[config.mk]
export PLATFORM = sky130hd
export DESIGN_NAME = postfix_const_expr_evaluator_core
export DESIGN_NICKNAME = d
export VERILOG_FILES = /design/src/rtl/pcee_pkg.sv /design/src/rtl/pcee_ram.sv /design/src/rtl/pcee_alu.sv /design/src/rtl/postfix_const_expr_evaluator_core.sv
export VERILOG_INCLUDE_DIRS = /design/src /design/src/rtl
export SDC_FILE = /design/constraint.sdc
export NUM_CORES = 2
export LEC_CHECK = 0
export ABC_AREA = 1
export BUFFER_PORTS_ARGS = -buffer_cell sky130_fd_sc_hd__buf_2
export CAP_MARGIN = 25
export CORE_ASPECT_RATIO = 1.2
export CORE_MARGIN = 5
export CORE_UTILIZATION = 49
export CTS_CLUSTER_SIZE = 8
export DETAILED_ROUTE_END_ITERATION = 8
export PLACE_DENSITY = 0.65
export SYNTH_ARGS = -nofsm -noshare
export SYNTH_HDL_FRONTEND = slang
export SYNTH_SLANG_ARGS = --single-unit
[constraint.sdc]
create_clock -name clk -period 5.8 [get_ports clk]
set_input_delay 1.16 -clock clk [delete_from_list [all_inputs] [get_ports clk]]
set_output_delay 1.16 -clock clk [all_outputs]
set_load 0.05 [all_outputs]
[src/rtl/postfix_const_expr_evaluator_core_defines.svh]
// ----------------------------------------------------------------------------
// Assertion macros for the postfix evaluator core
// Shared concurrent assertion forms, clocked on clk and disabled in reset.
// ----------------------------------------------------------------------------
`ifndef POSTFIX_CONST_EXPR_EVALUATOR_CORE_DEFINES_SVH
`define POSTFIX_CONST_EXPR_EVALUATOR_CORE_DEFINES_SVH

// Property holds at every clock edge out of reset.
`define ASSERT_ALWAYS(label, prop, msg) \
  label: assert property (@(posedge clk) disable iff (rst) (prop)) else $error(msg);

// Consequent holds in the same cycle as the antecedent.
`define ASSERT_IMPLIES(label, pre, post, msg) \
  label: assert property (@(posedge clk) disable iff (rst) (pre) |-> (post)) else $error(msg);

// Consequent holds in the cycle after the antecedent.
`define ASSERT_IMPLIES_NEXT(label, pre, post, msg) \
  label: assert property (@(posedge clk) disable iff (rst) (pre) |=> (post)) else $error(msg);

`endif

[src/rtl/pcee_pkg.sv]
// ----------------------------------------------------------------------------
// pcee_pkg
// Types, codes and sizes shared by the postfix evaluator core and its units.
// ----------------------------------------------------------------------------
package pcee_pkg;

  localparam int STACK_DEPTH = 16;
  localparam int SP_W        = $clog2(STACK_DEPTH + 1);
  localparam int STACK_AW    = $clog2(STACK_DEPTH);
  localparam int WORD_W      = 64;
  localparam int NARROW_W    = 32;
  localparam int CNT_W       = $clog2(WORD_W);
  localparam int CFG_IDX_W   = 2;
  localparam int CFG_DATA_W  = 3;

  // Actions
  localparam logic [1:0] ACT_PUSH   = 2'd0;
  localparam logic [1:0] ACT_APPLY  = 2'd1;
  localparam logic [1:0] ACT_FINISH = 2'd2;

  // Operators
  localparam logic [2:0] OP_ADD = 3'd0;
  localparam logic [2:0] OP_SUB = 3'd1;
  localparam logic [2:0] OP_MUL = 3'd2;
  localparam logic [2:0] OP_DIV = 3'd3;
  localparam logic [2:0] OP_XOR = 3'd4;

  // Status codes
  localparam logic [2:0] ST_OK         = 3'd0;
  localparam logic [2:0] ST_UNDERFLOW  = 3'd1;
  localparam logic [2:0] ST_MISMATCH   = 3'd2;
  localparam logic [2:0] ST_OVERFLOW   = 3'd3;
  localparam logic [2:0] ST_DIVZERO    = 3'd4;
  localparam logic [2:0] ST_BADTARGET  = 3'd5;

  // Target types
  localparam logic [2:0] TT_CHAR      = 3'd0;
  localparam logic [2:0] TT_SHORT     = 3'd1;
  localparam logic [2:0] TT_INT       = 3'd2;
  localparam logic [2:0] TT_LONG      = 3'd3;
  localparam logic [2:0] TT_LONG_LONG = 3'd4;

  // Configuration register indexes
  localparam logic [CFG_IDX_W-1:0] REG_TARGET_TYPE     = 2'd0;
  localparam logic [CFG_IDX_W-1:0] REG_TARGET_UNSIGNED = 2'd1;

  typedef struct packed {
    logic [1:0]               action;
    logic                     is_wide;
    logic [2:0]               operator_code;
    logic signed [WORD_W-1:0] operand_value;
  } in_item_t;

  typedef struct packed {
    logic signed [WORD_W-1:0] result_value;
    logic                     result_is_wide;
    logic [2:0]               status;
  } out_item_t;

  typedef struct packed {
    logic              wide;
    logic [WORD_W-1:0] value;
  } ent_t;

  typedef struct packed {
    logic       start;
    logic [2:0] op;
  } alu_req_t;

  typedef struct packed {
    logic              done;
    logic [WORD_W-1:0] result;
  } alu_rsp_t;

  typedef enum logic [2:0] {
    S_IDLE,
    S_DECODE,
    S_RD_B,
    S_CHK,
    S_EXEC,
    S_FIN_RD,
    S_EMIT
  } state_t;

  typedef enum logic [2:0] {
    A_IDLE,
    A_SIMPLE,
    A_MUL,
    A_NEG_A,
    A_NEG_B,
    A_DIV,
    A_NEG_Q,
    A_DONE
  } alu_state_t;

endpackage

[src/rtl/pcee_ram.sv]
// ----------------------------------------------------------------------------
// pcee_ram
// Generic single-write, single-read RAM with registered read data.
// ----------------------------------------------------------------------------
module pcee_ram #(
  parameter int WIDTH = 8,
  parameter int DEPTH = 16,
  localparam int AW   = $clog2(DEPTH)
) (
  input  logic             clk,
  input  logic             we,
  input  logic [AW-1:0]    waddr,
  input  logic [WIDTH-1:0] wdata,
  input  logic [AW-1:0]    raddr,
  output logic [WIDTH-1:0] rdata
);

  logic [WIDTH-1:0] mem [DEPTH];

  always_ff @(posedge clk) begin
    if (we) begin
      mem[waddr] <= wdata;
    end
    rdata <= mem[raddr];
  end

endmodule

[src/rtl/pcee_alu.sv]
// ----------------------------------------------------------------------------
// pcee_alu
// Iterative arithmetic unit around one shared 64-bit adder: add, subtract
// and xor in one pass, shift-add multiply and restoring signed divide.
// ----------------------------------------------------------------------------
module pcee_alu (
  input  logic                      clk,
  input  logic                      rst,
  input  pcee_pkg::alu_req_t        req,
  input  logic [pcee_pkg::WORD_W-1:0] a,
  input  logic [pcee_pkg::WORD_W-1:0] b,
  output pcee_pkg::alu_rsp_t        rsp
);
  import pcee_pkg::*;

  alu_state_t        state, state_next;
  logic [2:0]        op;
  logic [WORD_W-1:0] ra, rb, acc, res;
  logic [CNT_W-1:0]  cnt;
  logic              neg_q;
  logic              last;

  logic [WORD_W-1:0] add_x, add_y;
  logic              add_sub;
  logic [WORD_W:0]   sum;
  logic [WORD_W-1:0] rem_shift;

  assign last      = cnt == CNT_W'(WORD_W - 1);
  assign rem_shift = {acc[WORD_W-2:0], ra[WORD_W-1]};
  assign sum       = {1'b0, add_x} + {1'b0, add_y ^ {WORD_W{add_sub}}}
                   + {{WORD_W{1'b0}}, add_sub};

  // Next state
  always_comb begin
    state_next = state;
    unique case (state)
      A_IDLE: begin
        if (req.start) begin
          if (req.op == OP_MUL) begin
            state_next = A_MUL;
          end else if (req.op == OP_DIV) begin
            state_next = A_NEG_A;
          end else begin
            state_next = A_SIMPLE;
          end
        end
      end
      A_SIMPLE: state_next = A_DONE;
      A_MUL:    if (last) state_next = A_DONE;
      A_NEG_A:  state_next = A_NEG_B;
      A_NEG_B:  state_next = A_DIV;
      A_DIV:    if (last) state_next = A_NEG_Q;
      A_NEG_Q:  state_next = A_DONE;
      A_DONE:   state_next = A_IDLE;
      default:  state_next = A_IDLE;
    endcase
  end

  // Adder operand select
  always_comb begin
    add_x   = '0;
    add_y   = '0;
    add_sub = 1'b0;
    unique case (state)
      A_SIMPLE: begin
        add_x   = ra;
        add_y   = rb;
        add_sub = op == OP_SUB;
      end
      A_MUL: begin
        add_x = acc;
        add_y = rb;
      end
      A_NEG_A: begin
        add_y   = ra;
        add_sub = 1'b1;
      end
      A_NEG_B: begin
        add_y   = rb;
        add_sub = 1'b1;
      end
      A_DIV: begin
        add_x   = rem_shift;
        add_y   = rb;
        add_sub = 1'b1;
      end
      A_NEG_Q: begin
        add_y   = ra;
        add_sub = 1'b1;
      end
      default: ;
    endcase
  end

  always_ff @(posedge clk) begin
    if (rst) begin
      state <= A_IDLE;
    end else begin
      state <= state_next;
    end
  end

  always_ff @(posedge clk) begin
    case (state)
      A_IDLE: begin
        if (req.start) begin
          op    <= req.op;
          acc   <= '0;
          cnt   <= '0;
          neg_q <= a[WORD_W-1] ^ b[WORD_W-1];
          // multiplier goes in ra so it can shift right
          if (req.op == OP_MUL) begin
            ra <= b;
            rb <= a;
          end else begin
            ra <= a;
            rb <= b;
          end
        end
      end
      A_SIMPLE: begin
        res <= (op == OP_XOR) ? (ra ^ rb) : sum[WORD_W-1:0];
      end
      A_MUL: begin
        if (ra[0]) begin
          acc <= sum[WORD_W-1:0];
        end
        rb  <= {rb[WORD_W-2:0], 1'b0};
        ra  <= {1'b0, ra[WORD_W-1:1]};
        cnt <= cnt + CNT_W'(1);
        if (last) begin
          res <= ra[0] ? sum[WORD_W-1:0] : acc;
        end
      end
      A_NEG_A: begin
        if (ra[WORD_W-1]) begin
          ra <= sum[WORD_W-1:0];
        end
      end
      A_NEG_B: begin
        if (rb[WORD_W-1]) begin
          rb <= sum[WORD_W-1:0];
        end
      end
      A_DIV: begin
        // carry out set means the trial subtract did not borrow
        if (sum[WORD_W]) begin
          acc <= sum[WORD_W-1:0];
        end else begin
          acc <= rem_shift;
        end
        ra  <= {ra[WORD_W-2:0], sum[WORD_W]};
        cnt <= cnt + CNT_W'(1);
      end
      A_NEG_Q: begin
        res <= neg_q ? sum[WORD_W-1:0] : ra;
      end
      default: ;
    endcase
  end

  assign rsp.done   = state == A_DONE;
  assign rsp.result = res;

endmodule

[src/rtl/postfix_const_expr_evaluator_core.sv]
// ----------------------------------------------------------------------------
// postfix_const_expr_evaluator_core
// Postfix constant-expression evaluator over a stack of tagged 32/64-bit
// values, with a conversion to the configured target type at finish.
// ----------------------------------------------------------------------------
// Usage:
//   in_*   : one request per item (push constant, apply operator, finish).
//            in_ready is high only while the sequencer is idle.
//   out_*  : one result per finish request, held in an output register
//            until out_ready takes it.
//   cfg_*  : register writes (target_type, target_unsigned), always ready;
//            write only while the block is idle.
// Path from the accepting edge back to in_ready: push through decode; an
//   operator through decode, two stack reads and execute, where the shared
//   adder in the arithmetic unit steps one bit per cycle for multiply and
//   divide; finish through decode, a read and emit (decode and emit when
//   it only reports an error), with the result valid as in_ready returns.
//   Stack reads go through a registered-read RAM, one operand per cycle.
// Reset clears the stack pointer, the held error and the output valid, and
// loads target_type int, target_unsigned 0. Stack contents are not cleared.
// When the receiver stalls, a finish waits with its result until the output
// register is free; no request is accepted in that time.
// ----------------------------------------------------------------------------
`include "postfix_const_expr_evaluator_core_defines.svh"

module postfix_const_expr_evaluator_core (
  input  logic                              clk,
  input  logic                              rst,
  input  logic                              in_valid,
  output logic                              in_ready,
  input  pcee_pkg::in_item_t                in_item,
  output logic                              out_valid,
  input  logic                              out_ready,
  output pcee_pkg::out_item_t               out_item,
  input  logic                              cfg_valid,
  output logic                              cfg_ready,
  input  logic [pcee_pkg::CFG_IDX_W-1:0]    cfg_index,
  input  logic [pcee_pkg::CFG_DATA_W-1:0]   cfg_data
);
  import pcee_pkg::*;

  function automatic logic [WORD_W-1:0] sext32(input logic [WORD_W-1:0] v);
    return {{(WORD_W - NARROW_W){v[NARROW_W-1]}}, v[NARROW_W-1:0]};
  endfunction

  function automatic logic [WORD_W-1:0] zext32(input logic [WORD_W-1:0] v);
    return {{(WORD_W - NARROW_W){1'b0}}, v[NARROW_W-1:0]};
  endfunction

  state_t            state, state_next;
  in_item_t          item;
  logic [SP_W-1:0]   sp, sp_next, sp_m1, sp_m2;
  logic [2:0]        held_error, held_error_next;
  ent_t              b_ent, b_ent_next;
  ent_t              rd_ent, wr_ent;
  out_item_t         pend, pend_next;
  logic [2:0]        target_type;
  logic              target_unsigned;

  logic              ram_we;
  logic [STACK_AW-1:0] ram_waddr, ram_raddr;

  alu_req_t          alu_req;
  alu_rsp_t          alu_rsp;
  logic [WORD_W-1:0] alu_a, alu_b, alu_res;

  logic              bad_target, apply_go, fin_direct, mismatch, div_zero;
  logic              slot_free, emit_load;
  logic [WORD_W-1:0] fin_val;
  logic              fin_wide;

  assign cfg_ready = 1'b1;

  assign sp_m1     = sp - SP_W'(1);
  assign sp_m2     = sp - SP_W'(2);
  assign ram_raddr = (state == S_RD_B) ? sp_m2[STACK_AW-1:0] : sp_m1[STACK_AW-1:0];

  assign bad_target = (target_type < TT_INT) || (target_type > TT_LONG_LONG);
  assign apply_go   = (held_error == ST_OK) && (item.operator_code <= OP_XOR)
                    && (sp >= SP_W'(2));
  assign fin_direct = (held_error != ST_OK) || (sp == '0) || bad_target;
  assign mismatch   = (b_ent.wide != item.is_wide) || (rd_ent.wide != item.is_wide);
  assign div_zero   = (item.operator_code == OP_DIV) &&
                      (item.is_wide ? (b_ent.value == '0)
                                    : (b_ent.value[NARROW_W-1:0] == '0));
  assign slot_free  = !out_valid || out_ready;

  assign alu_a   = item.is_wide ? rd_ent.value : sext32(rd_ent.value);
  assign alu_b   = item.is_wide ? b_ent.value : sext32(b_ent.value);
  assign alu_res = item.is_wide ? alu_rsp.result : zext32(alu_rsp.result);

  // Conversion of the top entry at finish
  always_comb begin
    fin_val  = sext32(rd_ent.value);
    fin_wide = 1'b0;
    if (target_type == TT_LONG_LONG) begin
      fin_wide = 1'b1;
      if (rd_ent.wide) begin
        fin_val = rd_ent.value;
      end else if (target_unsigned) begin
        fin_val = zext32(rd_ent.value);
      end
    end
  end

  // Next state
  always_comb begin
    state_next = state;
    unique case (state)
      S_IDLE: if (in_valid) state_next = S_DECODE;
      S_DECODE: begin
        unique case (item.action)
          ACT_APPLY:  state_next = apply_go ? S_RD_B : S_IDLE;
          ACT_FINISH: state_next = fin_direct ? S_EMIT : S_FIN_RD;
          default:    state_next = S_IDLE;
        endcase
      end
      S_RD_B:   state_next = S_CHK;
      S_CHK:    state_next = (mismatch || div_zero) ? S_IDLE : S_EXEC;
      S_EXEC:   if (alu_rsp.done) state_next = S_IDLE;
      S_FIN_RD: state_next = S_EMIT;
      S_EMIT:   if (slot_free) state_next = S_IDLE;
      default:  state_next = S_IDLE;
    endcase
  end

  // Sequencer outputs
  always_comb begin
    in_ready        = 1'b0;
    ram_we          = 1'b0;
    ram_waddr       = sp[STACK_AW-1:0];
    wr_ent          = '0;
    alu_req         = '0;
    sp_next         = sp;
    held_error_next = held_error;
    b_ent_next      = b_ent;
    pend_next       = pend;
    emit_load       = 1'b0;
    unique case (state)
      S_IDLE: in_ready = 1'b1;
      S_DECODE: begin
        unique case (item.action)
          ACT_PUSH: begin
            if (held_error == ST_OK) begin
              if (sp == SP_W'(STACK_DEPTH)) begin
                held_error_next = ST_OVERFLOW;
              end else begin
                ram_we       = 1'b1;
                wr_ent.wide  = item.is_wide;
                wr_ent.value = item.is_wide ? item.operand_value
                                            : zext32(item.operand_value);
                sp_next      = sp + SP_W'(1);
              end
            end
          end
          ACT_APPLY: begin
            if ((held_error == ST_OK) && (item.operator_code <= OP_XOR) &&
                (sp < SP_W'(2))) begin
              held_error_next = ST_UNDERFLOW;
            end
          end
          ACT_FINISH: begin
            pend_next = '0;
            if (held_error != ST_OK) begin
              pend_next.status = held_error;
            end else if (sp == '0) begin
              pend_next.status = ST_UNDERFLOW;
            end else if (bad_target) begin
              pend_next.status = ST_BADTARGET;
            end
          end
          default: ;
        endcase
      end
      S_RD_B: b_ent_next = rd_ent;
      S_CHK: begin
        if (mismatch) begin
          held_error_next = ST_MISMATCH;
        end else if (div_zero) begin
          held_error_next = ST_DIVZERO;
        end else begin
          alu_req.start = 1'b1;
          alu_req.op    = item.operator_code;
        end
      end
      S_EXEC: begin
        if (alu_rsp.done) begin
          ram_we       = 1'b1;
          ram_waddr    = sp_m2[STACK_AW-1:0];
          wr_ent.wide  = item.is_wide;
          wr_ent.value = alu_res;
          sp_next      = sp_m1;
        end
      end
      S_FIN_RD: begin
        pend_next.result_value   = fin_val;
        pend_next.result_is_wide = fin_wide;
        pend_next.status         = ST_OK;
      end
      S_EMIT: begin
        if (slot_free) begin
          emit_load       = 1'b1;
          sp_next         = '0;
          held_error_next = ST_OK;
        end
      end
      default: ;
    endcase
  end

  always_ff @(posedge clk) begin
    if (rst) begin
      state           <= S_IDLE;
      sp              <= '0;
      held_error      <= ST_OK;
      out_valid       <= 1'b0;
      target_type     <= TT_INT;
      target_unsigned <= 1'b0;
    end else begin
      state      <= state_next;
      sp         <= sp_next;
      held_error <= held_error_next;
      if (emit_load) begin
        out_valid <= 1'b1;
      end else if (out_ready) begin
        out_valid <= 1'b0;
      end
      if (cfg_valid) begin
        unique case (cfg_index)
          REG_TARGET_TYPE:     target_type     <= cfg_data[2:0];
          REG_TARGET_UNSIGNED: target_unsigned <= cfg_data[0];
          default: ;
        endcase
      end
    end
  end

  always_ff @(posedge clk) begin
    if (in_valid && in_ready) begin
      item <= in_item;
    end
    b_ent <= b_ent_next;
    pend  <= pend_next;
    if (emit_load) begin
      out_item <= pend;
    end
  end

  pcee_ram #(
    .WIDTH ($bits(ent_t)),
    .DEPTH (STACK_DEPTH)
  ) u_stack (
    .clk   (clk),
    .we    (ram_we),
    .waddr (ram_waddr),
    .wdata (wr_ent),
    .raddr (ram_raddr),
    .rdata (rd_ent)
  );

  pcee_alu u_alu (
    .clk (clk),
    .rst (rst),
    .req (alu_req),
    .a   (alu_a),
    .b   (alu_b),
    .rsp (alu_rsp)
  );

  `ASSERT_ALWAYS(a_sp_range, sp <= SP_W'(STACK_DEPTH), "stack pointer beyond depth")
  `ASSERT_IMPLIES(a_alu_owner, alu_rsp.done, state == S_EXEC, "alu done outside execute")
  `ASSERT_IMPLIES_NEXT(a_pop_on_done, alu_rsp.done, sp == $past(sp) - SP_W'(1), "no pop on done")
  `ASSERT_IMPLIES(a_emit_origin, $rose(out_valid), $past(state) == S_EMIT, "result outside emit")
  `ASSERT_IMPLIES_NEXT(a_clear_on_emit, emit_load, sp == '0 && held_error == ST_OK, "not cleared")

endmodule
Word-level counts from Yosys, hierarchy flattened:

Memory sizes are Yosys's and may differ from the RTL's. A register that Yosys moved wholly into a read port is not among the register bits.
Cells that the tools add are included.

* $add $sub $neg: 6
* magnitude comparators: 5
* eq/ne operators: 43
* mux-type cells: 85
* bitwise logic cells: 3
* reductions and logical operators: 50

Operators by type and width (number)
* 2-to-1 mux 64 bit: 19
* case mux 64 bit (3 select lines): 4
* 2-to-1 mux 65 bit: 4
* case mux 64 bit (4 select lines): 1
* case mux 68 bit (2 select lines): 1
* case mux 65 bit (2 select lines): 1
* case mux 64 bit (2 select lines): 1
* bitwise XOR 64 bit: 2
* 2-to-1 mux 68 bit: 1
* adder 64 x 64 -> 65 bit: 1
* adder 65 x 1 -> 65 bit: 1
* zero test 64 bit: 1
* 2-to-1 mux 3 bit: 16
* case mux 3 bit (7 select lines): 2
* zero test 32 bit: 1
* == test 3 bit, second input constant: 9
* 2-to-1 mux 5 bit: 5
* 2-to-1 mux 4 bit: 6
* == test 3 x 2 -> 1 bit, second input constant: 7
* AND reduction 2 bit: 9
* nonzero test 3 bit: 6
* case mux 5 bit (3 select lines): 1
* inequality test 2 bit, second input constant: 7
* 2-to-1 mux 1 bit: 13
* other kinds (38): 73

* register bits after elaboration: 556
* RAM bits: 1040
* memories kept: 1

Memories
* u_stack.mem: depth 16, width 65, read ports 1, clocked after memory_dff 1, wr ports 1, RTL line pcee_ram.sv:18 `logic [WIDTH-1:0] mem [DEPTH];`

Logic depth before layout (Yosys ltp):

* word-level depth: 11
* mapped depth: 33

By module:

From an unflattened synthesis, not the netlist that was laid out.

* cell total of the unflattened synthesis: 8731
* area, all modules: 81992.4 sq um

By module, submodules not included
* pcee_ram: instances 1, cells each 4276, area each 45932.8 sq um, sequential area each 32531.2 sq um
* pcee_alu: instances 1, cells each 3461, area each 24181.9 sq um, sequential area each 8047.7 sq um
* postfix_const_expr_evaluator_core: instances 1, cells each 994, area each 11877.6 sq um, sequential area each 8458.1 sq um

Least setup slack after synthesis:

Ideal clock, no wire load.

* path kind: flip-flop to flip-flop
* start: reg u_alu.state[2]
* end: reg u_alu.res[0] (enable)
* setup time: 0.583 ns
* data arrival time: 5.778 ns
* required time: 5.217 ns
* setup slack: -0.562 ns
* cell stages (with the launch flop): 8
* path buffers: 3
* cell sequence: dfxtp_1 > buf_2 > nor2_1 > nand2_1 > inv_1 > clkbuf_1 > clkbuf_1 > a21boi_0

* longest elaborated chain between the ends: 3
* elaborated cells between the ends (all ways): 6
* classes of those cells: eq/ne: 4; reduce/logical: 2

RTL lines
* start, declared: RTL line pcee_alu.sv:16 `alu_state_t state, state_next;`
* start signal, assigned: RTL line pcee_alu.sv:99 `state <= state_next;`
* == test 3 x 2 -> 1 bit (tied with other cells): RTL line pcee_alu.sv:104 `case (state)`
* inequality test 2 x 1 -> 1 bit (no line) or nonzero test 3 bit (tied branches)
* AND reduction 2 bit (no line) (*)
* end signal, assigned: RTL line pcee_alu.sv:122 `res <= (op == OP_XOR) ? (ra ^ rb) : sum[WORD_W-1:0];`
* end signal, assigned: RTL line pcee_alu.sv:132 `res <= ra[0] ? sum[WORD_W-1:0] : acc;`
* end signal, assigned: RTL line pcee_alu.sv:156 `res <= neg_q ? sum[WORD_W-1:0] : ra;`
* end, declared: RTL line pcee_alu.sv:18 `logic [WORD_W-1:0] ra, rb, acc, res;`

Every way passes the cells marked *; elsewhere a longest branch is shown, timed or not.
A chain may end at the register's enable or synchronous reset.

Worst setup path after layout:

* start: reg u_alu.state[2]
* end: reg u_alu.res[54], data pin

* longest elaborated chain between the ends: 9
* elaborated cells between the ends (all ways): 20
* classes of those cells: add/sub: 2; eq/ne: 6; mux: 8; bitwise: 1; reduce/logical: 3

RTL lines
* == test 3 x 1 -> 1 bit (tied with other cells): RTL line pcee_alu.sv:64, pcee_alu.sv:104
* OR reduction 4 bit (no line) or OR reduction 2 bit (tied branches)
* case mux 64 bit (2 select lines) or case mux 1 bit (2 select lines) (tied branches): RTL line pcee_alu.sv:64 `unique case (state)`
* bitwise XOR 64 bit: RTL line pcee_alu.sv:30 `assign sum = {1'b0, add_x} + {1'b0, add_y ^ {WORD_W{add_sub}}}`
* adder 64 x 64 -> 65 bit: RTL line pcee_alu.sv:30
* adder 65 x 1 -> 65 bit: RTL line pcee_alu.sv:31 `+ {{WORD_W{1'b0}}, add_sub};`
* 2-to-1 mux 64 bit
* 2-to-1 mux 64 bit: RTL line pcee_alu.sv:131 `if (last) begin`
* case mux 64 bit (3 select lines) (*): RTL line pcee_alu.sv:104

Every way passes the cells marked *; elsewhere a longest branch is shown, timed or not. The select of a mux whose other input is x is not followed.

==> impl_metrics.ini <==
[outcome]
outcome = finished clean

[setup_path]
r2r_start = u_alu.state[2]$_SDFFE_PP0P_
reg2reg_depth = 20
cp-startpoint = u_alu.state[2]$_SDFFE_PP0P_
crit_end = u_alu.res[54]$_DFFE_PP_
cp_max_fo = 17
cp-end-kind = register
cp.arrival_ns = 5.85
cp.required_ns = 6.39
crit_type = register to register
startpoint_type = register
r2r_slack_ns = 0.54
r2r_end = u_alu.res[54]$_DFFE_PP_

[synth]
syn_area_um2 = 76100
synthTopCellsByArea = edfxtp_1 62%, o21ai_0 6.7%, nor2_1 4.5%
synth_top_area_frac = 0.622
synthArstFlopShare = 0
yosys_warnings = 0
ys_types = 57
avgSynthCellArea_um2 = 10.7
yosysSeqAreaShare = 0.644
synth_top_family_by_area = compound AO/OA/AOI/OAI gates
synth_compound_area_frac = 0.166
synth.mux.area_fraction = 0
synth_xor_area_frac = 0.0200
synthCells = 7086
syn_nets = 7242
synth_top_flop_cell = edfxtp_1
ys_ff_latch = 1661
synth_edf_count = 1577
synth_top_area_cell = edfxtp_1
synthAdderAreaFrac = 0.0126
synth-simple-area-share = 0.112

[drt]
wl_mm = 257
drt_first_pass_iters = 7
drcViolationCount = 0
ant_nets = 0
vias_per_cell = 6.27
post_drt_wl_per_cell_um = 27.4
drt_iter0_drc = 7955
dr_total_vias = 59000

[die]
fp.dieH_um = 442
coreArea_um2 = 155000
die_w_um = 370
design.die.area_um2 = 163000
initial_utilization = 0.492
rows = 158
ios = 151

[clock_network]
post-cts-setup-buffers = 0
htreeDepth = 4
clk_pin_slew_worst_paths_ns = 0.06
cts_tree = built
root_buffer = clkbuf_16
cts_resized = 0
clk_path_buf_depth = 3
cts_sinks = 1661
ctsHoldBuffers = 0
cts_buffers = 226
clk_latency_ns = 0.85

[pwr]
ir_worst_vdd_mv = 0.302
power.leakage_nw = 29.0
pwr_density_cell_nw_per_um2 = 453

[timing]
finalCritPeriodShare = 0.907
post-route-min-period_ns = 5.26
slew_headroom = 0.329
final.setup.tns_ns = 0
fmax_ghz = 0.190
rsz0062_at_grt = false
worst-slew-pin-transition_ns = 0.996
final.setup_skew_ns = 0.0400
hold_viol = 0
maxSlewViolCount = 0
finalSetupViolCount = 0

[grt]
antenna_found_initial = 15
use_met1 = 0.412
grt_max_degree = 165
grt_first_pass_wirelength_mm = 373
grtUsageMet3 = 0.0605
grt_usage = 0.306
grt_pass1_vias = 56400
busiest_layer = met2
grtUsageMet2 = 0.485
grt_overflow = 0

[final_layout]
multi_input_area_um2 = 23900
fill_cells = 13100
seqCellArea_um2 = 49000
drive_gt1_frac = 0.0866
area_delta_synth_final_pct = 13.0
fin_util = 0.557
fin_nets = 7315

[place]
io_buffer_count = 149
detailed_place_hpwl_mm = 162
finalWeightedCongestion = 1.02

[run]
drv_cap = 0

[worst_hold_path]
min_path_type = register to register
cells in the final DEF, fill, tap and decap left out, types with 6 or more instances in the layout:
cell type / instances
a21o_1: 16
ha_1: 75
or2_2: 8
o21bai_1: 6
clkbuf_1: 148
dfxtp_1: 84
inv_2: 19
o21ai_0: 1013
o22ai_1: 185
a211oi_1: 22
nand3_1: 346
a21oi_1: 441
nand2_1: 740
o21ai_1: 37
a22o_1: 32
buf_12: 31
nor2_1: 890
a22oi_1: 60
a31oi_1: 8
nand4_1: 20
nor2_4: 26
buf_2: 149
xor2_1: 113
xnor2_1: 53
buf_4: 113
o221ai_1: 159
inv_1: 431
nor3_1: 27
edfxtp_1: 1577
clkbuf_16: 227
o21a_1: 8
o211ai_1: 119
o2111ai_1: 41
nand2_2: 16
report_power, final:
part / internal (mW) / total, mW / switching, mW
Clock: 7.23 / 12.2 / 4.99
Combinational: 3.08 / 10.9 / 7.86
Sequential: 14.7 / 15.8 / 1.18
Total: 25.0 / 39.0 / 14.0
worst min-delay path by stage:
stage	depth (start not counted)	from	endpoint	slack, ns
floorplan	0	pend[0]$_SDFFCE_PP0P_	out_item[0]$_DFFE_PP_	0.40
global placement	0	pend[37]$_SDFFCE_PN0P_	out_item[37]$_DFFE_PP_	0.40
detailed placement	0	pend[11]$_SDFFCE_PN0P_	out_item[11]$_DFFE_PP_	0.40
CTS	0	pend[10]$_SDFFCE_PN0P_	out_item[10]$_DFFE_PP_	0.41
global route	0	pend[10]$_SDFFCE_PN0P_	out_item[10]$_DFFE_PP_	0.42
finish	0	pend[17]$_SDFFCE_PN0P_	out_item[17]$_DFFE_PP_	0.41
cell type report:
type,count,area share
clock inverter,13,0.00272
clock buffer,375,0.0725
sequential,1661,0.570
antenna,3,0.0000872
timing repair buffer,295,0.0262
inverter,459,0.0202
tap,2080,0.0302
multi-input combinational,4516,0.278
metal layers:
layer | wire length, um | up-vias | part of all wire
met5 | 24 | - | 0.000093
met2 | 119000 | 3452 | 0.46
li1 | - | 25900 | -
met3 | 26300 | 698 | 0.10
met4 | 13100 | 4 | 0.051
met1 | 99200 | 28900 | 0.39
logic make-up (layout without fill, tap and decap cells):
kind of cell / after synthesis / after routing
DFF: 1661 / 1661
xor gates and xnor gates: 170 / 170
other: 1 / 4
and+or+nand+nor: 2101 / 2101
buffers and inverters: 909 / 1142
AOI/OAI and AO/OA: 2168 / 2168
adders and majority gates: 76 / 76
stage by stage:
stage	setup slack (ns)	cells	power (mW)	hold WS, ns	cell area, um2
floorplan	0.646	7086	22.2	0.400	76100
global placement	0.746	9006	26.5	0.400	79500
detailed placement	0.693	9010	26.6	0.405	79600
CTS	0.669	9398	38.8	0.410	86000
global route	0.273	9400	40.6	0.421	86100
finish	0.539	9402	39.0	0.411	86100
cell usage after synthesis, drive strengths merged (6+ instances only):
| cell | count |
|---|---|
| clkinv | 8 |
| nand2 | 760 |
| a31oi | 8 |
| a22o | 32 |
| a22oi | 60 |
| buf | 73 |
| inv | 451 |
| ha | 75 |
| edfxtp | 1577 |
| nand3 | 348 |
| o211ai | 119 |
| clkbuf | 377 |
| xor2 | 117 |
| o21bai | 6 |
| nor2 | 918 |
| nand4 | 20 |
| o22ai | 185 |
| a21o | 16 |
| o221ai | 159 |
| nor3 | 30 |
| o21ai | 1055 |
| or2 | 9 |
| o21a | 10 |
| a211oi | 22 |
| dfxtp | 84 |
| o2111ai | 41 |
| a21oi | 442 |
| xnor2 | 53 |
registers in the layout, summed over array words and instances (netlist names), 5 cells and up:
register and flops:
u_alu.rb 64, item 70, u_stack.mem 1040, pend 68, u_alu.cnt 6, u_alu.ra 64
b_ent 65, out_item 68, u_stack.rdata 65, sp 5, u_alu.acc 64, u_alu.res 64
critical path: stages, from the launching register on:
cell	delay (ns)
dfxtp_1	0.55
inv_2	0.11
nand2_1	0.11
nand2_2	0.10
inv_2	0.44
buf_4	0.30
a22oi_1	0.12
xor2_1	0.17
ha_1	0.39
nand2_1	0.11
nor2_1	0.18
inv_1	0.12
nor4_1	0.57
nand3_1	0.26
nand3_1	0.34
a21o_1	0.31
nand2_1	0.16
nand3_1	0.10
nand2_1	0.12
o21ai_0	0.27
nand3_1	0.11
(Power assumes the default switching activity.)
